--- config.mk ---
export PLATFORM = sky130hd
export DESIGN_NAME = tcw_ctrl_flat
export DESIGN_NICKNAME = d
export VERILOG_FILES = /design/src/rtl/core/tcw_pkg.sv /design/src/rtl/core/tcw_if.sv /design/src/rtl/core/tcw_char_decode.sv /design/src/rtl/core/tcw_ctrl.sv /design/src/flat_wrapper.sv
export SDC_FILE = /design/constraint.sdc
export NUM_CORES = 1
export LEC_CHECK = 0
export BUFFER_PORTS_ARGS = -buffer_cell sky130_fd_sc_hd__buf_2
export CAP_MARGIN = 40
export CORE_MARGIN = 4
export CORE_UTILIZATION = 30
export CTS_CLUSTER_DIAMETER = 60
export DETAILED_ROUTE_END_ITERATION = 8
export SYNTH_ARGS = -nofsm -noshare
export SYNTH_HDL_FRONTEND = slang
export SYNTH_HIERARCHICAL = 1
export SYNTH_SLANG_ARGS = --single-unit
--- constraint.sdc ---
create_clock -name clock -period 3.5 [get_ports clock]
set_input_delay 0.7 -clock clock [delete_from_list [all_inputs] [get_ports clock]]
set_output_delay 0.7 -clock clock [all_outputs]
set_load 0.01 [all_outputs]
--- src/rtl/core/tcw_pkg.sv ---
// ----------------------------------------------------------------------------
// tcw_pkg
// Shared types and constants for the text console character writer.
// ----------------------------------------------------------------------------
package tcw_pkg;

   // Fixed field widths of the request and response transactions
   localparam int CMD_W     = 2;
   localparam int CODE_W    = 16;
   localparam int RD_ROW_W  = 5;
   localparam int RD_COL_W  = 6;
   localparam int CUR_ROW_W = 5;
   localparam int CUR_COL_W = 7;
   localparam int PHASE_W   = 2;

   // Control characters
   localparam logic [CODE_W-1:0] CODE_NUL     = 16'h0000;
   localparam logic [CODE_W-1:0] CODE_ESC     = 16'h001B;
   localparam logic [CODE_W-1:0] CODE_BRACKET = 16'h005B;
   localparam logic [CODE_W-1:0] CODE_ERASE   = 16'h004B;
   localparam logic [CODE_W-1:0] CODE_BS      = 16'h0008;
   localparam logic [CODE_W-1:0] CODE_LF      = 16'h000A;
   localparam logic [CODE_W-1:0] CODE_CR      = 16'h000D;

   typedef enum logic [CMD_W-1:0] {
      CMD_FEED  = 2'd0,
      CMD_CLEAR = 2'd1,
      CMD_READ  = 2'd2,
      CMD_NOP   = 2'd3
   } cmd_type;

   typedef enum logic [PHASE_W-1:0] {
      PH_NORMAL  = 2'd0,
      PH_ESC     = 2'd1,
      PH_BRACKET = 2'd2
   } phase_type;

   typedef enum logic [2:0] {
      ACT_NONE,
      ACT_BACKSPACE,
      ACT_CR,
      ACT_LF,
      ACT_PUT,
      ACT_ERASE
   } action_type;

   // Decoded effect of one fed character
   typedef struct packed {
      action_type action;
      phase_type  next_phase;
   } decode_type;

endpackage

--- src/rtl/core/tcw_if.sv ---
// ----------------------------------------------------------------------------
// tcw_req_if / tcw_rsp_if
// Valid/ready channels carrying request and response transactions.
// ----------------------------------------------------------------------------
interface tcw_req_if;
   logic                                valid;
   logic                                ready;
   logic [tcw_pkg::CMD_W-1:0]           cmd;
   logic [tcw_pkg::CODE_W-1:0]          char_code;
   logic [tcw_pkg::RD_ROW_W-1:0]        read_row;
   logic [tcw_pkg::RD_COL_W-1:0]        read_col;

   modport source (output valid, output cmd, output char_code, output read_row,
                   output read_col, input ready);
   modport sink   (input valid, input cmd, input char_code, input read_row,
                   input read_col, output ready);
endinterface

interface tcw_rsp_if;
   logic                                valid;
   logic                                ready;
   logic [tcw_pkg::CODE_W-1:0]          cell_value;
   logic [tcw_pkg::CUR_ROW_W-1:0]       cursor_row;
   logic [tcw_pkg::CUR_COL_W-1:0]       cursor_col;
   logic [tcw_pkg::PHASE_W-1:0]         escape_state;

   modport source (output valid, output cell_value, output cursor_row,
                   output cursor_col, output escape_state, input ready);
   modport sink   (input valid, input cell_value, input cursor_row,
                   input cursor_col, input escape_state, output ready);
endinterface

--- src/rtl/core/tcw_char_decode.sv ---
// ----------------------------------------------------------------------------
// tcw_char_decode
// Classifies a fed character against the escape phase.
// ----------------------------------------------------------------------------
module tcw_char_decode (
   input  logic [tcw_pkg::CODE_W-1:0] char_code,
   input  tcw_pkg::phase_type         phase,
   output tcw_pkg::decode_type        decode
);

   always_comb begin
      decode.action     = tcw_pkg::ACT_NONE;
      decode.next_phase = phase;
      if (char_code != tcw_pkg::CODE_NUL) begin
         unique case (phase)
            tcw_pkg::PH_ESC: begin
               decode.next_phase = (char_code == tcw_pkg::CODE_BRACKET) ?
                                   tcw_pkg::PH_BRACKET : tcw_pkg::PH_NORMAL;
            end
            tcw_pkg::PH_BRACKET: begin
               decode.next_phase = tcw_pkg::PH_NORMAL;
               if (char_code == tcw_pkg::CODE_ERASE) begin
                  decode.action = tcw_pkg::ACT_ERASE;
               end
            end
            default: begin
               priority if (char_code == tcw_pkg::CODE_ESC) begin
                  decode.next_phase = tcw_pkg::PH_ESC;
               end else if (char_code == tcw_pkg::CODE_BS) begin
                  decode.action = tcw_pkg::ACT_BACKSPACE;
               end else if (char_code == tcw_pkg::CODE_CR) begin
                  decode.action = tcw_pkg::ACT_CR;
               end else if (char_code == tcw_pkg::CODE_LF) begin
                  decode.action = tcw_pkg::ACT_LF;
               end else begin
                  decode.action = tcw_pkg::ACT_PUT;
               end
            end
         endcase
      end
   end

endmodule

--- src/rtl/core/tcw_ctrl.sv ---
// ----------------------------------------------------------------------------
// tcw_ctrl
// Command sequencer: cursor, escape phase, store sweeps and result register.
// ----------------------------------------------------------------------------
module tcw_ctrl #(
   parameter int ROWS      = 32,
   parameter int COLS      = 64,
   parameter int CHAR_BITS = 16,
   parameter int AW        = 11
) (
   input  logic                 clock,
   input  logic                 reset,
   tcw_req_if.sink              req,
   tcw_rsp_if.source            rsp,
   output logic                 ram_we,
   output logic [AW-1:0]        ram_waddr,
   output logic [CHAR_BITS-1:0] ram_wdata,
   output logic                 ram_re,
   output logic [AW-1:0]        ram_raddr,
   input  logic [CHAR_BITS-1:0] ram_rdata
);

   localparam int RW = (ROWS > 1) ? $clog2(ROWS) : 1;
   localparam int CW = $clog2(COLS + 1);

   typedef enum logic [1:0] {
      ST_CLEAR,
      ST_IDLE,
      ST_ERASE,
      ST_DONE
   } state_type;

   state_type                    state_ff;
   logic [AW-1:0]                sweep_ff;
   logic [AW-1:0]                sweep_end_ff;
   logic                         clear_cmd_ff;
   logic                         cell_sel_ff;
   logic [RW-1:0]                row_ff;
   logic [CW-1:0]                col_ff;
   tcw_pkg::phase_type           phase_ff;
   logic                         rsp_valid_ff;
   logic [tcw_pkg::CODE_W-1:0]   rsp_cell_ff;
   logic [tcw_pkg::CUR_ROW_W-1:0] rsp_row_ff;
   logic [tcw_pkg::CUR_COL_W-1:0] rsp_col_ff;
   logic [tcw_pkg::PHASE_W-1:0]  rsp_phase_ff;

   tcw_pkg::cmd_type             cmd;
   tcw_pkg::decode_type          dec;
   logic                         accept;
   logic                         line_full;
   logic                         read_hit;
   logic                         rsp_free;
   logic [AW-1:0]                row_base;
   logic [AW-1:0]                cur_addr;
   logic [AW-1:0]                rd_addr;

   tcw_char_decode u_decode (
      .char_code (req.char_code),
      .phase     (phase_ff),
      .decode    (dec)
   );

   assign cmd       = tcw_pkg::cmd_type'(req.cmd);
   assign req.ready = (state_ff == ST_IDLE);
   assign accept    = req.valid && (state_ff == ST_IDLE);
   assign line_full = (col_ff == CW'(COLS));
   assign rsp_free  = !rsp_valid_ff || rsp.ready;

   assign read_hit = (9'(req.read_row) < 9'(ROWS)) && (9'(req.read_col) < 9'(COLS));
   assign row_base = AW'(row_ff) * AW'(COLS);
   assign cur_addr = row_base + AW'(col_ff);
   assign rd_addr  = AW'(req.read_row) * AW'(COLS) + AW'(req.read_col);

   // write port: sweeps write zero, printable characters land at the cursor
   always_comb begin
      ram_we    = 1'b0;
      ram_waddr = sweep_ff;
      ram_wdata = '0;
      if (state_ff == ST_CLEAR || state_ff == ST_ERASE) begin
         ram_we = 1'b1;
      end else if (accept && cmd == tcw_pkg::CMD_FEED &&
                   dec.action == tcw_pkg::ACT_PUT && !line_full) begin
         ram_we    = 1'b1;
         ram_waddr = cur_addr;
         ram_wdata = CHAR_BITS'(req.char_code);
      end
   end

   assign ram_re    = accept && (cmd == tcw_pkg::CMD_READ) && read_hit;
   assign ram_raddr = rd_addr;

   always_ff @(posedge clock) begin
      if (reset) begin
         state_ff     <= ST_CLEAR;
         sweep_ff     <= '0;
         sweep_end_ff <= '0;
         clear_cmd_ff <= 1'b0;
         cell_sel_ff  <= 1'b0;
         row_ff       <= '0;
         col_ff       <= '0;
         phase_ff     <= tcw_pkg::PH_NORMAL;
         rsp_valid_ff <= 1'b0;
      end else begin
         // in ST_DONE the response register is reloaded below instead
         if (rsp.ready && state_ff != ST_DONE) begin
            rsp_valid_ff <= 1'b0;
         end
         unique case (state_ff)
            ST_CLEAR: begin
               if (sweep_ff == AW'(ROWS * COLS - 1)) begin
                  state_ff <= clear_cmd_ff ? ST_DONE : ST_IDLE;
               end else begin
                  sweep_ff <= sweep_ff + 1'b1;
               end
            end
            ST_IDLE: begin
               if (accept) begin
                  cell_sel_ff <= (cmd == tcw_pkg::CMD_READ) && read_hit;
                  state_ff    <= ST_DONE;
                  unique case (cmd)
                     tcw_pkg::CMD_FEED: begin
                        phase_ff <= dec.next_phase;
                        unique case (dec.action)
                           tcw_pkg::ACT_BACKSPACE: begin
                              if (col_ff != '0) begin
                                 col_ff <= col_ff - 1'b1;
                              end
                           end
                           tcw_pkg::ACT_CR: begin
                              col_ff <= '0;
                           end
                           tcw_pkg::ACT_LF: begin
                              if (row_ff != RW'(ROWS - 1)) begin
                                 row_ff <= row_ff + 1'b1;
                                 col_ff <= '0;
                              end
                           end
                           tcw_pkg::ACT_PUT: begin
                              if (!line_full) begin
                                 col_ff <= col_ff + 1'b1;
                              end
                           end
                           tcw_pkg::ACT_ERASE: begin
                              if (!line_full) begin
                                 sweep_ff     <= cur_addr;
                                 sweep_end_ff <= row_base + AW'(COLS - 1);
                                 state_ff     <= ST_ERASE;
                              end
                           end
                           default: begin
                           end
                        endcase
                     end
                     tcw_pkg::CMD_CLEAR: begin
                        row_ff       <= '0;
                        col_ff       <= '0;
                        sweep_ff     <= '0;
                        clear_cmd_ff <= 1'b1;
                        state_ff     <= ST_CLEAR;
                     end
                     default: begin
                     end
                  endcase
               end
            end
            ST_ERASE: begin
               if (sweep_ff == sweep_end_ff) begin
                  state_ff <= ST_DONE;
               end else begin
                  sweep_ff <= sweep_ff + 1'b1;
               end
            end
            ST_DONE: begin
               if (rsp_free) begin
                  rsp_valid_ff <= 1'b1;
                  rsp_cell_ff  <= cell_sel_ff ? tcw_pkg::CODE_W'(ram_rdata) : '0;
                  rsp_row_ff   <= tcw_pkg::CUR_ROW_W'(row_ff);
                  rsp_col_ff   <= tcw_pkg::CUR_COL_W'(col_ff);
                  rsp_phase_ff <= phase_ff;
                  state_ff     <= ST_IDLE;
               end
            end
            default: begin
               state_ff <= ST_IDLE;
            end
         endcase
      end
   end

   assign rsp.valid        = rsp_valid_ff;
   assign rsp.cell_value   = rsp_cell_ff;
   assign rsp.cursor_row   = rsp_row_ff;
   assign rsp.cursor_col   = rsp_col_ff;
   assign rsp.escape_state = rsp_phase_ff;

   a_col_bound: assert property (@(posedge clock) disable iff (reset)
      col_ff <= CW'(COLS))
      else $error("cursor column beyond line end");

   a_clear_homes: assert property (@(posedge clock) disable iff (reset)
      (accept && cmd == tcw_pkg::CMD_CLEAR) |=>
      (row_ff == '0 && col_ff == '0 && state_ff == ST_CLEAR))
      else $error("clear did not home cursor and start sweep");

   a_port_excl: assert property (@(posedge clock) disable iff (reset)
      !(ram_we && ram_re))
      else $error("store written and read in the same cycle");

   a_done_load: assert property (@(posedge clock) disable iff (reset)
      (state_ff == ST_DONE && rsp_free) |=> (rsp_valid_ff && state_ff == ST_IDLE))
      else $error("result not loaded when output register was free");

endmodule

--- src/flat_wrapper.sv ---
// flat-port wrapper written by rule: the top's interface ports become plain ports
module tcw_ctrl_flat 
#(
   parameter int ROWS      = 32,
   parameter int COLS      = 64,
   parameter int CHAR_BITS = 16,
   parameter int AW        = 11
)
  (clock, reset, ram_we, ram_waddr, ram_wdata, ram_re, ram_raddr, ram_rdata, req_valid, req_cmd, req_char_code, req_read_row, req_read_col, req_ready, rsp_valid, rsp_cell_value, rsp_cursor_row, rsp_cursor_col, rsp_escape_state, rsp_ready);
  tcw_req_if req_i ();
  tcw_rsp_if rsp_i ();
  input  logic clock;
  input  logic reset;
  output logic ram_we;
  output logic [AW-1:0] ram_waddr;
  output logic [CHAR_BITS-1:0] ram_wdata;
  output logic ram_re;
  output logic [AW-1:0] ram_raddr;
  input  logic [CHAR_BITS-1:0] ram_rdata;
  input wire logic [$bits(req_i.valid)-1:0] req_valid;
  input wire logic [$bits(req_i.cmd)-1:0] req_cmd;
  input wire logic [$bits(req_i.char_code)-1:0] req_char_code;
  input wire logic [$bits(req_i.read_row)-1:0] req_read_row;
  input wire logic [$bits(req_i.read_col)-1:0] req_read_col;
  output wire logic [$bits(req_i.ready)-1:0] req_ready;
  output wire logic [$bits(rsp_i.valid)-1:0] rsp_valid;
  output wire logic [$bits(rsp_i.cell_value)-1:0] rsp_cell_value;
  output wire logic [$bits(rsp_i.cursor_row)-1:0] rsp_cursor_row;
  output wire logic [$bits(rsp_i.cursor_col)-1:0] rsp_cursor_col;
  output wire logic [$bits(rsp_i.escape_state)-1:0] rsp_escape_state;
  input wire logic [$bits(rsp_i.ready)-1:0] rsp_ready;
  assign req_i.valid = req_valid;
  assign req_i.cmd = req_cmd;
  assign req_i.char_code = req_char_code;
  assign req_i.read_row = req_read_row;
  assign req_i.read_col = req_read_col;
  assign req_ready = req_i.ready;
  assign rsp_valid = rsp_i.valid;
  assign rsp_cell_value = rsp_i.cell_value;
  assign rsp_cursor_row = rsp_i.cursor_row;
  assign rsp_cursor_col = rsp_i.cursor_col;
  assign rsp_escape_state = rsp_i.escape_state;
  assign rsp_i.ready = rsp_ready;
  tcw_ctrl #(.ROWS(ROWS), .COLS(COLS), .CHAR_BITS(CHAR_BITS), .AW(AW)) u_core (.clock(clock), .reset(reset), .req(req_i), .rsp(rsp_i), .ram_we(ram_we), .ram_waddr(ram_waddr), .ram_wdata(ram_wdata), .ram_re(ram_re), .ram_raddr(ram_raddr), .ram_rdata(ram_rdata));
endmodule
==> results by group <==
Logic synthesis
  – Post-synthesis sequential area ratio: 40.5%
  – Yosys warnings: 6
  – Mapped Avg Cell Area: 9.72 um2
  – Mapped Cells: 412
  – Ys async rst share: 0%
  – Largest cells by area after synthesis: edfxtp_1, dfxtp_1, and2_1, ha_1, nor2_1
  – Leading area contributor after synthesis: edfxtp_1
  – Synth Register Bits: 66
  – Post-synth EDFFs: 30
  – Synthesized area: 4010 um2
  – Post-synth top area share: 22.5%
  – Syn Nets: 475
  – Ys flop type: dfxtp_1
  – Synth unique cells: 72

Global route
  – Largest net degree at the start of global routing: 33
  – Total grt overflow: 0
  – Initial antenna violation count: 0
  – Overall routing resource usage: 14.4%
  – Vias in the first global route: 3,514
  – First-pass GRT wire length: 17.4 mm

Status
  – Status: finished, violations left
  – Violated checks: negative setup slack

Placed design
  – Cell area after placement: 4830 um2
  – I/O Buffers: 98
  – Inst Count DP: 686
  – HPWL after detailed placement: 8.01 mm
  – Routability cong.: 0.830

STA
  – Min Clock Period, post-route: 3540 ps
  – Final setup vio count: 8
  – Tcrit/Tclk final: 101%
  – Setup tns final: -277 ps
  – Unrepaired setup endpoints after global routing: true
  – Final Hold Viols: 0
  – Worst-Margin Slew: 749 ps
  – Max Fclk: 283 MHz
  – Relative slew slack: 49.6%
  – Max Clock Skew: 5.23 ps
  – Final worst slack: -37.9 ps
  – Final hold slack: 488 ps
  – Max Slew Vio Count: 0

Drt
  – DRT Pass-1 Iters: 5
  – ANT nets after route: 0
  – Average routed wire per standard cell: 16.1 um
  – DRC: 0
  – Vias after detailed routing: 3,584
  – Drt initial violations: 190
  – Total Wirelength: 11.3 mm
  – DR vias/cell: 5.08

Critical path
  – Origin of the worst setup path: req_char_code[11]
  – Origin of the critical flop-to-flop path: u_core/phase_ff[0]$_SDFFE_PP0P_
  – Crit end category: primary output
  – Max FO, Critical Path: 3
  – Kind of critical path: in -> out
  – Worst setup path endpoint: ram_waddr[5]
  – Worst Path Required: 2800 ps
  – FF-to-FF End: u_core/col_ff[6]$_SDFFE_PP0P_
  – R2R depth: 14
  – Worst Path Arrival: 2840 ps
  – Reg-to-reg slack, setup: 200 ps
  – Crit path launch type: input pin

Cells and area
  – Layout cell share with drive strength beyond 1: 38.5%
  – Filler instances: 1,236
  – Nets@finish: 591
  – Reg area: 1620 um2
  – Most frequent cells in the layout: buf_2, buf_4, dfxtp_1, nor2_1, edfxtp_1
  – Area growth, synth to finish: 36.3%
  – ANT cells: 0
  – Most common cell after layout, fill and taps aside: buf_2
  – Final std cells w/o fill: 705
  – Fin area: 5460 um2
  – Multi-input gate area in the final layout: 2230 um2

Clock tree
  – Clk Latency, worst-skew pair: 330 ps
  – Clock Tree Buf Depth: 2
  – H-tree depth: 3
  – CTS tree: yes
  – CTS Buf Count: 9
  – Clk root buf: clkbuf_16
  – Total clock sinks: 66
  – Hold Buf Count CTS: 0
  – Worst-path clk slew: 60 ps

Hold path
  – Hold Startpoint: u_core/phase_ff[0]$_SDFFE_PP0P_
  – HP Class: reg -> reg

Floorplanning
  – Initial core utilization: 31.2%
  – Die H: 124 um
  – Site Rows: 41
  – Die area: 15,300 um2
  – Die W: 124 um
  – Io pins: 121
  – Core area: 12,800 um2

Power and ir drop
  – Leak pwr: 2.30 nW
  – Worst vdd ir: 251 uV
  – PD cells: 352 nW/um2

Run
  – Max Cap Viol: 0
## critical path: stages
cell and delay (ps):
buf_6 100, nor4_4 280, and3_4 230, a41oi_2 110, nor3_2 160, or3b_4 420
nor3_4 210, buf_4 180, mux2_4 300, buf_2 140
## power by group
part           switching (mW)  leakage (nW)  internal, mW
sequential            0.00523         0.573         0.802
combinational          0.0442          1.55        0.0432
clock                   0.333         0.167         0.695
## flip-flops by register name, summed over array words and instances (netlist names)
name,cells
u_core/rsp.cell_value,16
u_core/col_ff,7
u_core/phase_ff,2
u_core/sweep_end_ff,6
u_core/sweep_ff,11
u_core/cell_sel_ff,1
u_core/clear_cmd_ff,1
u_core/rsp.cursor_row,5
u_core/state_ff,2
u_core/rsp.valid,1
u_core/rsp.cursor_col,7
u_core/rsp.escape_state,2
u_core/row_ff,5
## area by class of cell
type	instances	share of cell area, %
flip-flops and latches	66	29.7
inverters	16	1.12
well taps	172	3.94
clock inverters	7	2.13
repair buffers	139	18.1
clock buffers	9	4.12
multi-input cells	296	40.8
## cell families after synthesis
logic type / count (synthesis) / synth area share, %
simple gates: 156 / 23.4
compound gates: 93 / 16.7
flops: 66 / 40.5
buf+inv: 50 / 6.81
mux: 17 / 4.50
xor+xnor: 16 / 3.50
fa+ha+maj: 14 / 4.56
## worst min-delay path by stage
stage | to | cells past startpoint
after floorplan | u_core/rsp.cursor_row[2]$_DFFE_PP_ | 0
after global placement | u_core/clear_cmd_ff$_SDFFE_PP0P_ | 2
after detailed placement | u_core/clear_cmd_ff$_SDFFE_PP0P_ | 2
after CTS | u_core/clear_cmd_ff$_SDFFE_PP0P_ | 2
after global routing | u_core/rsp.escape_state[0]$_DFFE_PP_ | 0
final | u_core/rsp.escape_state[0]$_DFFE_PP_ | 0
## layer usage
layer  global-route usage [%]  wire length (um)
met1                     18.5              5130
met2                     23.8              5390
met3                     3.52               639
met4                     4.57               167
met5                        0                 0
## synthesized netlist by cell type, types with 9 or more instances
| cell type | count |
|---|---|
| clkbuf_1 | 13 |
| inv_1 | 15 |
| ha_1 | 13 |
| edfxtp_1 | 30 |
| o21ai_0 | 9 |
| xnor2_1 | 10 |
| dfxtp_1 | 36 |
| nor2_1 | 32 |
| mux2i_1 | 9 |
| nand2_1 | 17 |
| nand3_1 | 11 |
| a21oi_1 | 22 |
| nor3_1 | 13 |
| a211oi_1 | 10 |
| buf_4 | 11 |
| and2_1 | 34 |
## what timing repair did
action	4_1_cts	5_1_grt
endpoints found under the setup margin	28	30
resized for setup	22	35
pin swaps	4	15
cloned	0	1
buffers inserted	1	1
## through the flow
step / util [%] / setup slack, ps / power [mW]
6_report: 42.6 / -37.9 / 1.92
5_1_grt: 42.6 / -145 / 1.99
4_1_cts: 41.2 / -94.2 / 1.94
3_5_place_dp: 37.7 / -242 / 0.902
3_3_place_gp: 37.7 / -182 / 0.901
2_1_floorplan: - / -6.47 / 0.869
Note: power is estimated with default switching activity, not from simulation.
